`config.mk`:
```
export PLATFORM = sky130hd
export DESIGN_NAME = red_queue_drop_decision_top
export DESIGN_NICKNAME = d
export VERILOG_FILES = /design/src/rqd_pkg.sv /design/src/rqd_mac.sv /design/src/rqd_div.sv /design/src/red_queue_drop_decision_top.sv
export SDC_FILE = /design/constraint.sdc
export NUM_CORES = 2
export LEC_CHECK = 0
export BUFFER_PORTS_ARGS = -buffer_cell sky130_fd_sc_hd__buf_2
export CAP_MARGIN = 15
export CORE_MARGIN = 3
export CORE_UTILIZATION = 50
export CTS_BUF_LIST = sky130_fd_sc_hd__clkbuf_4 sky130_fd_sc_hd__clkbuf_8
export DETAILED_ROUTE_END_ITERATION = 8
export GPL_ROUTABILITY_DRIVEN = 0
export PLACE_DENSITY = 0.66
export SLEW_MARGIN = 10
export SYNTH_ARGS = -nofsm -noshare
export SYNTH_HDL_FRONTEND = slang
export SYNTH_SLANG_ARGS = --single-unit
```
`constraint.sdc`:
```
create_clock -name clock -period 13.4 [get_ports clock]
set_clock_uncertainty 0.05 [all_clocks]
set_input_delay 0.67 -clock clock [delete_from_list [all_inputs] [get_ports clock]]
set_output_delay 0.67 -clock clock [all_outputs]
set_load 0.01 [all_outputs]
```
`src/rqd_pkg.sv`:
```
// shared types, constants and codes for the red drop decision block
`default_nettype none
package rqd_pkg;

   // fixed point formats
   localparam int FRAC_BITS     = 16;
   localparam int QLEN_W        = 10;
   localparam int TIME_W        = 32;
   localparam int DRAW_W        = 7;
   localparam int AVG_W         = QLEN_W + FRAC_BITS;
   localparam int AVG8_W        = 18;
   localparam int THR_W         = 18;
   localparam int THR_SHIFT     = FRAC_BITS - 8;
   localparam int Q16_W         = 16;
   localparam int Q16P_W        = Q16_W + 1;
   localparam int COUNT_W       = 17;
   localparam int MAX_QUEUE_LEN = 1023;

   // shared multiply-add unit
   localparam int MAC_A_W  = AVG_W;
   localparam int MAC_B_W  = Q16P_W;
   localparam int MAC_M_W  = MAC_A_W + MAC_B_W;
   localparam int PROD_W   = MAC_M_W + 1;

   // iterative divider: quotient bits per division
   localparam int DIV_STEPS = 16;
   localparam int DIV_CNT_W = $clog2(DIV_STEPS);

   localparam logic [Q16P_W-1:0]  ONE_Q16     = Q16P_W'(65536);
   localparam logic [Q16_W-1:0]   ROUND_HALF  = 16'h8000;
   localparam logic [DRAW_W-1:0]  DRAW_MAX    = DRAW_W'(99);
   localparam logic [MAC_B_W-1:0] PROB_SCALE  = MAC_B_W'(100);
   localparam logic [COUNT_W-1:0] COUNT_RESET = '1;
   localparam logic [COUNT_W-1:0] COUNT_SAT   = COUNT_W'(65535);
   localparam logic [AVG_W-1:0]   AVG_MAX     = AVG_W'(MAX_QUEUE_LEN) << FRAC_BITS;

   // drop cause codes
   localparam logic [1:0] CAUSE_NONE   = 2'd0;
   localparam logic [1:0] CAUSE_ABOVE  = 2'd1;
   localparam logic [1:0] CAUSE_RANDOM = 2'd2;
   localparam logic [1:0] CAUSE_LIMIT  = 2'd3;

   // csr register indexes
   localparam int CSR_IDX_W = 3;
   localparam int CSR_DAT_W = 18;
   localparam logic [CSR_IDX_W-1:0] REG_ENABLE   = 3'd0;
   localparam logic [CSR_IDX_W-1:0] REG_WEIGHT   = 3'd1;
   localparam logic [CSR_IDX_W-1:0] REG_MIN_THR  = 3'd2;
   localparam logic [CSR_IDX_W-1:0] REG_MAX_THR  = 3'd3;
   localparam logic [CSR_IDX_W-1:0] REG_MAX_PROB = 3'd4;
   localparam logic [CSR_IDX_W-1:0] REG_CNT_LIM  = 3'd5;

   typedef struct packed {
      logic [MAC_A_W-1:0] a;
      logic [MAC_B_W-1:0] b;
      logic [PROD_W-1:0]  c;
   } mac_req_type;

   typedef struct packed {
      logic                 start;
      logic [AVG_W-1:0]     high;
      logic [DIV_STEPS-1:0] low;
      logic [AVG_W-1:0]     divisor;
   } div_req_type;

   typedef struct packed {
      logic                 done;
      logic [DIV_STEPS-1:0] quotient;
   } div_rsp_type;

endpackage
`default_nettype wire

```
`src/rqd_mac.sv`:
```
// shared multiply-add unit with registered product
`default_nettype none
module rqd_mac (
   input  wire logic                  clock,
   input  wire rqd_pkg::mac_req_type  mac_req,
   output logic [rqd_pkg::PROD_W-1:0] prod
);
   import rqd_pkg::*;

   logic [MAC_M_W-1:0] mul;
   logic [PROD_W-1:0]  prod_in;
   logic [PROD_W-1:0]  prod_ff;

   assign mul     = mac_req.a * mac_req.b;
   assign prod_in = {1'b0, mul} + mac_req.c;
   assign prod    = prod_ff;

   always_ff @(posedge clock) begin
      prod_ff <= prod_in;
   end

endmodule
`default_nettype wire

```
`src/rqd_div.sv`:
```
// restoring divider, one quotient bit per cycle
`default_nettype none
module rqd_div (
   input  wire logic                 clock,
   input  wire logic                 reset,
   input  wire rqd_pkg::div_req_type div_req,
   output rqd_pkg::div_rsp_type      div_rsp
);
   import rqd_pkg::*;

   logic                 busy_ff, busy_in;
   logic                 done_ff, done_in;
   logic [DIV_CNT_W-1:0] cnt_ff, cnt_in;
   logic [AVG_W-1:0]     rem_ff, rem_in;
   logic [DIV_STEPS-1:0] quo_ff, quo_in;
   logic [AVG_W-1:0]     div_ff, div_in;
   logic [AVG_W:0]       rem_sh;
   logic [AVG_W:0]       rem_sub;
   logic                 ge;

   assign rem_sh  = {rem_ff, quo_ff[DIV_STEPS-1]};
   assign rem_sub = rem_sh - {1'b0, div_ff};
   assign ge      = rem_sh >= {1'b0, div_ff};

   always_comb begin
      busy_in = busy_ff;
      done_in = 1'b0;
      cnt_in  = cnt_ff;
      rem_in  = rem_ff;
      quo_in  = quo_ff;
      div_in  = div_ff;
      if (div_req.start) begin
         busy_in = 1'b1;
         cnt_in  = '0;
         rem_in  = div_req.high;
         quo_in  = div_req.low;
         div_in  = div_req.divisor;
      end else if (busy_ff) begin
         rem_in = ge ? rem_sub[AVG_W-1:0] : rem_sh[AVG_W-1:0];
         quo_in = {quo_ff[DIV_STEPS-2:0], ge};
         cnt_in = cnt_ff + 1'b1;
         if (cnt_ff == DIV_CNT_W'(DIV_STEPS - 1)) begin
            busy_in = 1'b0;
            done_in = 1'b1;
         end
      end
   end

   always_ff @(posedge clock) begin
      if (reset) begin
         busy_ff <= 1'b0;
         done_ff <= 1'b0;
         cnt_ff  <= '0;
      end else begin
         busy_ff <= busy_in;
         done_ff <= done_in;
         cnt_ff  <= cnt_in;
      end
      rem_ff <= rem_in;
      quo_ff <= quo_in;
      div_ff <= div_in;
   end

   assign div_rsp.done     = done_ff;
   assign div_rsp.quotient = quo_ff;

endmodule
`default_nettype wire

```
`src/red_queue_drop_decision_top.sv`:
```
// random early detection drop decision: sequencer, state and csr block
`default_nettype none
// One packet arrival beat in, one decision beat out (accept, drop cause, Q10.8 average).
// The block works on one arrival at a time: req_ready is high only while the sequencer
// is idle, and a finished decision waits in the rsp register so a new arrival can be
// taken while it is pending. All arithmetic runs through one registered 26x17
// multiply-add unit plus a restoring divider of 16 quotient bits. A non-empty queue outside
// the random band passes the blend states w*q and (1-w)*avg + w*q, the average update,
// the threshold compare and the hand-off; an empty queue swaps the two blend states for
// the idle decay (1-w)^m by square-and-multiply, a square per clear bit and a multiply
// plus a square per set bit of the elapsed ticks up to the top set bit, then the decay
// multiply; the random band adds up to two divisions and three multiplies.
// Csr writes take effect at once and are meant only while idle.
module red_queue_drop_decision_top (
   input  wire logic                               clock,
   input  wire logic                               reset,
   // arrival beats
   input  wire logic                               req_valid,
   output logic                                    req_ready,
   input  wire logic [rqd_pkg::QLEN_W-1:0]         req_queue_len,
   input  wire logic [rqd_pkg::TIME_W-1:0]         req_now_time,
   input  wire logic [rqd_pkg::DRAW_W-1:0]         req_random_draw,
   // decision beats
   output logic                                    rsp_valid,
   input  wire logic                               rsp_ready,
   output logic                                    rsp_accept,
   output logic [1:0]                              rsp_drop_cause,
   output logic [rqd_pkg::AVG8_W-1:0]              rsp_avg_len_q8,
   // csr write port
   input  wire logic                               csr_we,
   input  wire logic [rqd_pkg::CSR_IDX_W-1:0]      csr_index,
   input  wire logic [rqd_pkg::CSR_DAT_W-1:0]      csr_wdata
);
   import rqd_pkg::*;

   // sequencer states
   localparam logic [3:0] S_IDLE = 4'd0;
   localparam logic [3:0] S_BL1  = 4'd1;   // w * q
   localparam logic [3:0] S_BL2  = 4'd2;   // (1-w) * avg + w * q
   localparam logic [3:0] S_PBIT = 4'd3;   // power loop, one elapsed-time bit
   localparam logic [3:0] S_PSQ  = 4'd4;   // power loop, square after a multiply
   localparam logic [3:0] S_AVG  = 4'd5;   // take new average
   localparam logic [3:0] S_CMP  = 4'd6;   // threshold compare
   localparam logic [3:0] S_PB1  = 4'd7;   // start pb division
   localparam logic [3:0] S_PB2  = 4'd8;   // wait pb division
   localparam logic [3:0] S_CP   = 4'd9;   // count * pb
   localparam logic [3:0] S_PA   = 4'd10;  // start pa division or saturate
   localparam logic [3:0] S_PA2  = 4'd11;  // wait pa division
   localparam logic [3:0] S_PR   = 4'd12;  // pa * 100
   localparam logic [3:0] S_DEC  = 4'd13;  // random drop compare
   localparam logic [3:0] S_DONE = 4'd14;  // hand result to rsp register

   // csr registers
   logic                  en_ff, en_in;
   logic [Q16_W-1:0]      weight_ff, weight_in;
   logic [THR_W-1:0]      min_thr_ff, min_thr_in;
   logic [THR_W-1:0]      max_thr_ff, max_thr_in;
   logic [Q16_W-1:0]      max_prob_ff, max_prob_in;
   logic [Q16_W-1:0]      cnt_lim_ff, cnt_lim_in;

   // persistent state
   logic [AVG_W-1:0]      avg_ff, avg_in;
   logic [COUNT_W-1:0]    count_ff, count_in;
   logic [TIME_W-1:0]     idle_start_ff, idle_start_in;

   // per-arrival working registers
   logic [3:0]            state_ff, state_in;
   logic [QLEN_W-1:0]     q_ff, q_in;
   logic [DRAW_W-1:0]     draw_ff, draw_in;
   logic [TIME_W-1:0]     m_ff, m_in;
   logic [Q16P_W-1:0]     res_ff, res_in;
   logic [Q16P_W-1:0]     base_ff, base_in;
   logic                  pend_ff, pend_in;
   logic [Q16_W-1:0]      pb_ff, pb_in;
   logic [Q16P_W-1:0]     pa_ff, pa_in;
   logic                  acc_ff, acc_in;
   logic [1:0]            cause_ff, cause_in;

   // rsp register
   logic                  rsp_valid_ff, rsp_valid_in;
   logic                  rsp_acc_ff, rsp_acc_in;
   logic [1:0]            rsp_cause_ff, rsp_cause_in;
   logic [AVG8_W-1:0]     rsp_avg_ff, rsp_avg_in;

   // shared units
   mac_req_type           mac_req;
   logic [PROD_W-1:0]     prod;
   div_req_type           div_req;
   div_rsp_type           div_rsp;

   // derived values
   logic [Q16P_W-1:0]     factor;
   logic [AVG_W-1:0]      min_f;
   logic [AVG_W-1:0]      max_f;
   logic [Q16P_W-1:0]     base_cur;
   logic [Q16_W-1:0]      count_inc;
   logic                  cp_big;
   logic [Q16P_W-1:0]     d2;
   logic [PROD_W-1:0]     draw_scaled;
   logic                  load_rsp;

   assign factor      = ONE_Q16 - {1'b0, weight_ff};
   assign min_f       = {min_thr_ff, {THR_SHIFT{1'b0}}};
   assign max_f       = {max_thr_ff, {THR_SHIFT{1'b0}}};
   // a square issued last cycle lands in the product register
   assign base_cur    = pend_ff ? prod[2*Q16_W:Q16_W] : base_ff;
   // -1 steps to 0, 65535 holds
   assign count_inc   = count_ff[COUNT_W-1] ? '0 :
                        (count_ff == COUNT_SAT) ? count_ff[Q16_W-1:0] :
                        count_ff[Q16_W-1:0] + 1'b1;
   assign cp_big      = |prod[PROD_W-1:Q16_W];
   assign d2          = ONE_Q16 - prod[Q16_W:0];
   assign draw_scaled = {{(PROD_W-DRAW_W-FRAC_BITS){1'b0}}, draw_ff, {FRAC_BITS{1'b0}}};
   assign load_rsp    = (state_ff == S_DONE) && (!rsp_valid_ff || rsp_ready);

   rqd_mac u_mac (
      .clock   (clock),
      .mac_req (mac_req),
      .prod    (prod)
   );

   rqd_div u_div (
      .clock   (clock),
      .reset   (reset),
      .div_req (div_req),
      .div_rsp (div_rsp)
   );

   // csr decode
   always_comb begin
      en_in       = en_ff;
      weight_in   = weight_ff;
      min_thr_in  = min_thr_ff;
      max_thr_in  = max_thr_ff;
      max_prob_in = max_prob_ff;
      cnt_lim_in  = cnt_lim_ff;
      if (csr_we) begin
         unique case (csr_index)
            REG_ENABLE:   en_in       = csr_wdata[0];
            REG_WEIGHT:   weight_in   = csr_wdata[Q16_W-1:0];
            REG_MIN_THR:  min_thr_in  = csr_wdata[THR_W-1:0];
            REG_MAX_THR:  max_thr_in  = csr_wdata[THR_W-1:0];
            REG_MAX_PROB: max_prob_in = csr_wdata[Q16_W-1:0];
            REG_CNT_LIM:  cnt_lim_in  = csr_wdata[Q16_W-1:0];
            default: ;
         endcase
      end
   end

   // sequencer
   always_comb begin
      state_in      = state_ff;
      avg_in        = avg_ff;
      count_in      = count_ff;
      idle_start_in = idle_start_ff;
      q_in          = q_ff;
      draw_in       = draw_ff;
      m_in          = m_ff;
      res_in        = res_ff;
      base_in       = base_ff;
      pend_in       = 1'b0;
      pb_in         = pb_ff;
      pa_in         = pa_ff;
      acc_in        = acc_ff;
      cause_in      = cause_ff;
      mac_req       = '0;
      div_req       = '0;

      unique case (state_ff)
         S_IDLE: begin
            if (req_valid) begin
               q_in          = req_queue_len;
               draw_in       = (req_random_draw > DRAW_MAX) ? DRAW_MAX : req_random_draw;
               // idle time runs from the previous arrival
               m_in          = req_now_time - idle_start_ff;
               idle_start_in = req_now_time;
               res_in        = ONE_Q16;
               base_in       = factor;
               state_in      = (req_queue_len == '0) ? S_PBIT : S_BL1;
            end
         end
         S_BL1: begin
            mac_req.a = MAC_A_W'(q_ff);
            mac_req.b = {1'b0, weight_ff};
            state_in  = S_BL2;
         end
         S_BL2: begin
            // w*q shifted up to the average format, plus rounding half
            mac_req.a = avg_ff;
            mac_req.b = factor;
            mac_req.c = {{(PROD_W-AVG_W-Q16_W){1'b0}}, prod[AVG_W-1:0], ROUND_HALF};
            state_in  = S_AVG;
         end
         S_PBIT: begin
            if (m_ff == '0) begin
               // decay the average by the finished power
               mac_req.a = avg_ff;
               mac_req.b = res_ff;
               mac_req.c = PROD_W'(ROUND_HALF);
               state_in  = S_AVG;
            end else if (m_ff[0]) begin
               mac_req.a = MAC_A_W'(res_ff);
               mac_req.b = base_cur;
               mac_req.c = PROD_W'(ROUND_HALF);
               base_in   = base_cur;
               state_in  = S_PSQ;
            end else begin
               mac_req.a = MAC_A_W'(base_cur);
               mac_req.b = base_cur;
               mac_req.c = PROD_W'(ROUND_HALF);
               base_in   = base_cur;
               pend_in   = 1'b1;
               m_in      = m_ff >> 1;
            end
         end
         S_PSQ: begin
            res_in    = prod[2*Q16_W:Q16_W];
            mac_req.a = MAC_A_W'(base_ff);
            mac_req.b = base_ff;
            mac_req.c = PROD_W'(ROUND_HALF);
            pend_in   = 1'b1;
            m_in      = m_ff >> 1;
            state_in  = S_PBIT;
         end
         S_AVG: begin
            avg_in   = prod[AVG_W+FRAC_BITS-1:FRAC_BITS];
            state_in = S_CMP;
         end
         S_CMP: begin
            acc_in   = 1'b1;
            cause_in = CAUSE_NONE;
            state_in = S_DONE;
            if (!en_ff) begin
               // red off: accept, count untouched
            end else if (avg_ff < min_f) begin
               count_in = COUNT_RESET;
            end else if (avg_ff > max_f) begin
               acc_in   = 1'b0;
               cause_in = CAUSE_ABOVE;
               count_in = '0;
            end else if (count_inc >= cnt_lim_ff) begin
               acc_in   = 1'b0;
               cause_in = CAUSE_LIMIT;
               count_in = '0;
            end else begin
               count_in = {1'b0, count_inc};
               if (max_f > min_f) begin
                  mac_req.a = avg_ff - min_f;
                  mac_req.b = {1'b0, max_prob_ff};
                  state_in  = S_PB1;
               end else begin
                  // empty range: pb is maxp
                  pb_in    = max_prob_ff;
                  state_in = S_CP;
               end
            end
         end
         S_PB1: begin
            div_req.start   = 1'b1;
            div_req.high    = prod[AVG_W+DIV_STEPS-1:DIV_STEPS];
            div_req.low     = prod[DIV_STEPS-1:0];
            div_req.divisor = max_f - min_f;
            state_in        = S_PB2;
         end
         S_PB2: begin
            if (div_rsp.done) begin
               pb_in    = div_rsp.quotient;
               state_in = S_CP;
            end
         end
         S_CP: begin
            mac_req.a = MAC_A_W'(count_ff[Q16_W-1:0]);
            mac_req.b = {1'b0, pb_ff};
            state_in  = S_PA;
         end
         S_PA: begin
            // pa saturates at 1.0 once cp reaches 1.0 or pb/(1-cp) reaches 1.0
            if (cp_big || ({1'b0, pb_ff} >= d2)) begin
               pa_in    = ONE_Q16;
               state_in = S_PR;
            end else begin
               div_req.start   = 1'b1;
               div_req.high    = AVG_W'(pb_ff);
               div_req.low     = '0;
               div_req.divisor = AVG_W'(d2);
               state_in        = S_PA2;
            end
         end
         S_PA2: begin
            if (div_rsp.done) begin
               pa_in    = {1'b0, div_rsp.quotient};
               state_in = S_PR;
            end
         end
         S_PR: begin
            mac_req.a = MAC_A_W'(pa_ff);
            mac_req.b = PROB_SCALE;
            state_in  = S_DEC;
         end
         S_DEC: begin
            if (draw_scaled <= prod) begin
               acc_in   = 1'b0;
               cause_in = CAUSE_RANDOM;
               count_in = '0;
            end
            state_in = S_DONE;
         end
         S_DONE: begin
            if (load_rsp) begin
               state_in = S_IDLE;
            end
         end
         default: begin
            state_in = S_IDLE;
         end
      endcase
   end

   // result register, parts the sequencer from the rsp side
   always_comb begin
      rsp_acc_in   = rsp_acc_ff;
      rsp_cause_in = rsp_cause_ff;
      rsp_avg_in   = rsp_avg_ff;
      rsp_valid_in = rsp_valid_ff && !rsp_ready;
      if (load_rsp) begin
         rsp_valid_in = 1'b1;
         rsp_acc_in   = acc_ff;
         rsp_cause_in = cause_ff;
         rsp_avg_in   = avg_ff[AVG_W-1:THR_SHIFT];
      end
   end

   always_ff @(posedge clock) begin
      if (reset) begin
         en_ff         <= 1'b0;
         weight_ff     <= Q16_W'(131);
         min_thr_ff    <= THR_W'(1280);
         max_thr_ff    <= THR_W'(3840);
         max_prob_ff   <= Q16_W'(6554);
         cnt_lim_ff    <= Q16_W'(10);
         avg_ff        <= '0;
         count_ff      <= COUNT_RESET;
         idle_start_ff <= '0;
         state_ff      <= S_IDLE;
         pend_ff       <= 1'b0;
         rsp_valid_ff  <= 1'b0;
      end else begin
         en_ff         <= en_in;
         weight_ff     <= weight_in;
         min_thr_ff    <= min_thr_in;
         max_thr_ff    <= max_thr_in;
         max_prob_ff   <= max_prob_in;
         cnt_lim_ff    <= cnt_lim_in;
         avg_ff        <= avg_in;
         count_ff      <= count_in;
         idle_start_ff <= idle_start_in;
         state_ff      <= state_in;
         pend_ff       <= pend_in;
         rsp_valid_ff  <= rsp_valid_in;
      end
      q_ff         <= q_in;
      draw_ff      <= draw_in;
      m_ff         <= m_in;
      res_ff       <= res_in;
      base_ff      <= base_in;
      pb_ff        <= pb_in;
      pa_ff        <= pa_in;
      acc_ff       <= acc_in;
      cause_ff     <= cause_in;
      rsp_acc_ff   <= rsp_acc_in;
      rsp_cause_ff <= rsp_cause_in;
      rsp_avg_ff   <= rsp_avg_in;
   end

   assign req_ready      = (state_ff == S_IDLE);
   assign rsp_valid      = rsp_valid_ff;
   assign rsp_accept     = rsp_acc_ff;
   assign rsp_drop_cause = rsp_cause_ff;
   assign rsp_avg_len_q8 = rsp_avg_ff;

   // accept and cause always agree on a decision beat
   a_accept_cause: assert property (@(posedge clock) disable iff (reset)
      rsp_valid |-> (rsp_accept == (rsp_drop_cause == CAUSE_NONE)))
      else $error("accept flag and drop cause disagree");

   // an accepted arrival occupies the sequencer
   a_busy_after_beat: assert property (@(posedge clock) disable iff (reset)
      req_valid && req_ready |=> state_ff != S_IDLE)
      else $error("sequencer idle after taking an arrival");

   // count only goes negative as minus one
   a_count_range: assert property (@(posedge clock) disable iff (reset)
      count_ff[COUNT_W-1] |-> count_ff == COUNT_RESET)
      else $error("since-drop count out of range");

   // average never exceeds the largest queue length
   a_avg_bound: assert property (@(posedge clock) disable iff (reset)
      avg_ff <= AVG_MAX)
      else $error("average above queue length limit");

endmodule
`default_nettype wire

```
==> impl_metrics.csv <==
group,metric,value,unit
worst_setup_path,r2r_cells,39,
synthesis,synth_edf_count,208,
status,outcome,"complete, no violations",
detailed_routing,vias_per_cell,5.87,
cts,clockRootBuffer,"clkbuf_8",
global_routing,met2_usage,48.3,%
hold_path,hp-start,"req_queue_len[8]",
global_routing,grt_pass1_vias,32500,
timing,post-route-period-util,87.6,%
pwr,vdd_drop_max,0.000103,V
cts,cts.sinks,424,
pwr,internal_power,3.12,mW
synthesis,syn_avg_cell_area,8.79,µm²
global_routing,grt_max_degree,68,
die,die_area,81100,µm²
cts,path_clk_slew,0.06,ns
pwr,switchingPower,2.50,mW
pwr,swShare,44.5,%
die,core,76500,µm²
global_routing,grt_use_met3,7.24,%
worst_setup_path,start_kind,"flip-flop",
worst_setup_path,endpoint_kind,"flip-flop",
synthesis,yosysUniqueCellTypes,85,
global_routing,met1_usage,40.7,%
worst_setup_path,crit_fanout,20,
synthesis,synthArstFlopShare,0,%
synthesis,syn_area,38800,µm²
die,rows,101,
cts,cts_buffers,76,
global_routing,grt.total_usage,31.3,%
timing,slew_violations,0,
worst_setup_path,required,13.86,ns
hold_path,min_path_cells,1,
synthesis,synth_most_common_cell,"nand2_1",
synthesis,synth_seq_area_share,27.2,%
worst_setup_path,critPathKind,"reg -> reg",
global_routing,antenna_found_initial,4,
detailed_routing,drt_iter0_drc,3469,
worst_setup_path,max_stage_delay,0.72,ns
detailed_routing,via_count,32700,
global_routing,grt_most_used_layer,"met2",
cts,cts_tree,"done",
detailed_routing,drc_errors,0,
finish,layout-drive-gt1-share,8.91,%
placed_design,port_buffers,97,
pwr,power.density,134,nW/µm²
cts,ctsHtreeMaxLevel,3,
detailed_routing,first_pass_iters,9,
synthesis,yosys.area.top_type,"fa_1",
cts,hold_buffers,0,
timing,setup_tns,0,ns
synthesis,ys_seq_elements,424,
detailed_routing,ant_nets,0,
synthesis,synth_commonest_cells,"nand2_1, inv_1, nor2_1",
detailed_routing,wl_per_cell,22.9,µm
finish,multiInputGateArea,25300,µm²
worst_setup_path,path_common_cell,"fa_1",
die,ios,98,
synthesis,syn_nets,5165,
detailed_routing,wl,127000,µm
synthesis,yosys_warnings,0,
cts,post_cts_buffers,0,
worst_setup_path,critical_path_arrival,12.20,ns
timing,tightest_slew,1.25,ns
synthesis,synth_top_area_share,20.2,%
worst_setup_path,reg2reg_to,"u_mac.prod[38]",
finish,syn_to_final_growth,8.40,%
hold_path,worst_hold_path_type,"in -> reg",
pwr,clkPwrFrac,23.7,%
finish,post-route-util,55.1,%
pwr,power_frac_comb,45.7,%
finish,seq_area,10600,µm²
die,die_x,285,µm
run,maxCapViolations,0,
cts,clk_path_buf_depth,3,
placed_design,dp_hpwl,98100,µm
cts,cts_resized,0,
timing,max_slew_margin,16.8,%
cts,clock_latency,0.69,ns
synthesis,synthTopCellsByArea,"fa_1, edfxtp_1, dfxtp_1",
timing,final-hold-violation-count,0,
global_routing,grt_pass1_wl,194000,µm
pwr,pwr-share-seq,30.6,%
timing,rsz0062_at_grt,"false",
timing,hold_slack,0.127,ns
placed_design,place_ws,1.91,ns
die,initial_utilization,50.8,%
synthesis,synth_cells,4419,
timing,post-route-worst-setup-slack,1.66,ns
timing,min_period,11.74,ns
die,die_y,285,µm
timing,fmax,85.2,MHz
hold_path,hold-path-endpoint,"q_ff[8]",
pwr,power.leakage,18.8,nW
global_routing,grt-ovfl-total,0,
finish,fin_nets,5217,
timing,setup_viol,0,
synthesis,synth_flop_cell,"dfxtp_1",
worst_setup_path,reg2reg_from,"count_ff[1]",
finish,fillerInstances,7006,
worst_setup_path,r2r_slack,1.66,ns
worst_setup_path,critPathSlowestCell,"and3_1",
==> critical path: cells and delay by family, from the launching register on <==
family / cells / cell delay (ns)
flops: 1 / 0.41
xor+xnor: 1 / 0.15
compound gates: 8 / 1.99
simple gates: 16 / 4.24
buf+inv: 5 / 0.66
fa+ha+maj: 9 / 4.06
==> layout by cell type (no fill, tap or decap), drive strengths merged, types with 12 or more instances in the layout <==
cell      n
nand4    25
or2      18
nor2    426
o21a     37
inv     615
clkinv   16
fa      391
a222oi   18
nor3b    13
and2     31
a22o     28
or4      12
a22oi    45
a21o     64
a21oi   316
dfxtp   216
nand2   657
nor4     24
o211ai   13
mux2i    25
nand2b   52
clkbuf  118
xor2     63
edfxtp  208
buf     168
and3     26
o21ai   163
xnor2    84
nand3b   20
a211oi   24
nor2b    30
ha      280
a211o    17
mux2     26
o21bai   16
nor3     53
nand3    46
or3      14
==> registers in the layout, indices dropped and copies added, names as in the netlist, 17 cells and up <==
signal,count
u_mac.prod,44
m_ff,32
avg_ff,26
pa_ff,17
res_ff,17
max_thr_ff,18
u_div.div_ff,26
base_ff,17
count_ff,17
u_div.rem_ff,26
idle_start_ff,32
rsp_avg_len_q8,18
min_thr_ff,18
==> worst max path at each step <==
stage                     end   startpoint  slack (ns)  cells past startpoint
5_1_grt        u_mac.prod[38]  count_ff[3]        0.81                     38
4_1_cts        u_mac.prod[42]  count_ff[3]        1.88                     37
6_report       u_mac.prod[38]  count_ff[1]        1.66                     39
3_3_place_gp   u_mac.prod[42]  count_ff[0]        2.09                     38
2_1_floorplan  u_mac.prod[42]  count_ff[6]        3.69                     40
3_5_place_dp   u_mac.prod[42]  count_ff[0]        1.91                     38
==> layer usage <==
layer	share of wire [%]	vias up	routed length [µm]
met5	0.0063	-	8
met4	6.5	2	8290
met3	10	393	12900
met2	44	1679	55900
met1	39	15800	50300
li1	-	14800	-
==> final cells by class <==
cell class	count	share of cell area (%)
well taps	1030	3.06
clock inverters	23	0.529
clock buffers	118	3.40
diodes	1	0.00594
multi-input cells	3188	60.0
inverters	613	5.46
flip-flops and latches	424	25.1
repair buffers	168	2.42
==> power groups by stage <==
stage | Sequential, mW | Combinational (mW) | Clock (mW)
floorplan | 1.65 | 1.73 | 0
detailed placement | 1.73 | 2.51 | 0
CTS | 1.71 | 2.52 | 1.35
global route | 1.73 | 2.81 | 1.40
global placement | 1.73 | 2.47 | 0
finish | 1.72 | 2.57 | 1.33
==> metrics by stage <==
step                      area (µm²)  power, mW  std cells
final                          42100       5.62       5565
after global placement         40400       4.20       5421
after CTS                      42100       5.58       5562
after global routing           42100       5.94       5565
after floorplan                38800       3.38       4419
after detailed placement       40400       4.24       5421
==> logic make-up after synthesis <==
kind of cell | share of synthesized area (%)
adder cells (fa/ha/maj) | 29.2
multiplexers | 1.40
AO/OA/AOI/OAI | 14.4
AND/OR/NAND/NOR | 16.6
buffers and inverters | 7.98
flip-flops | 27.2
XOR/XNOR | 3.31
No activity file was read; power rests on OpenSTA's default activity.
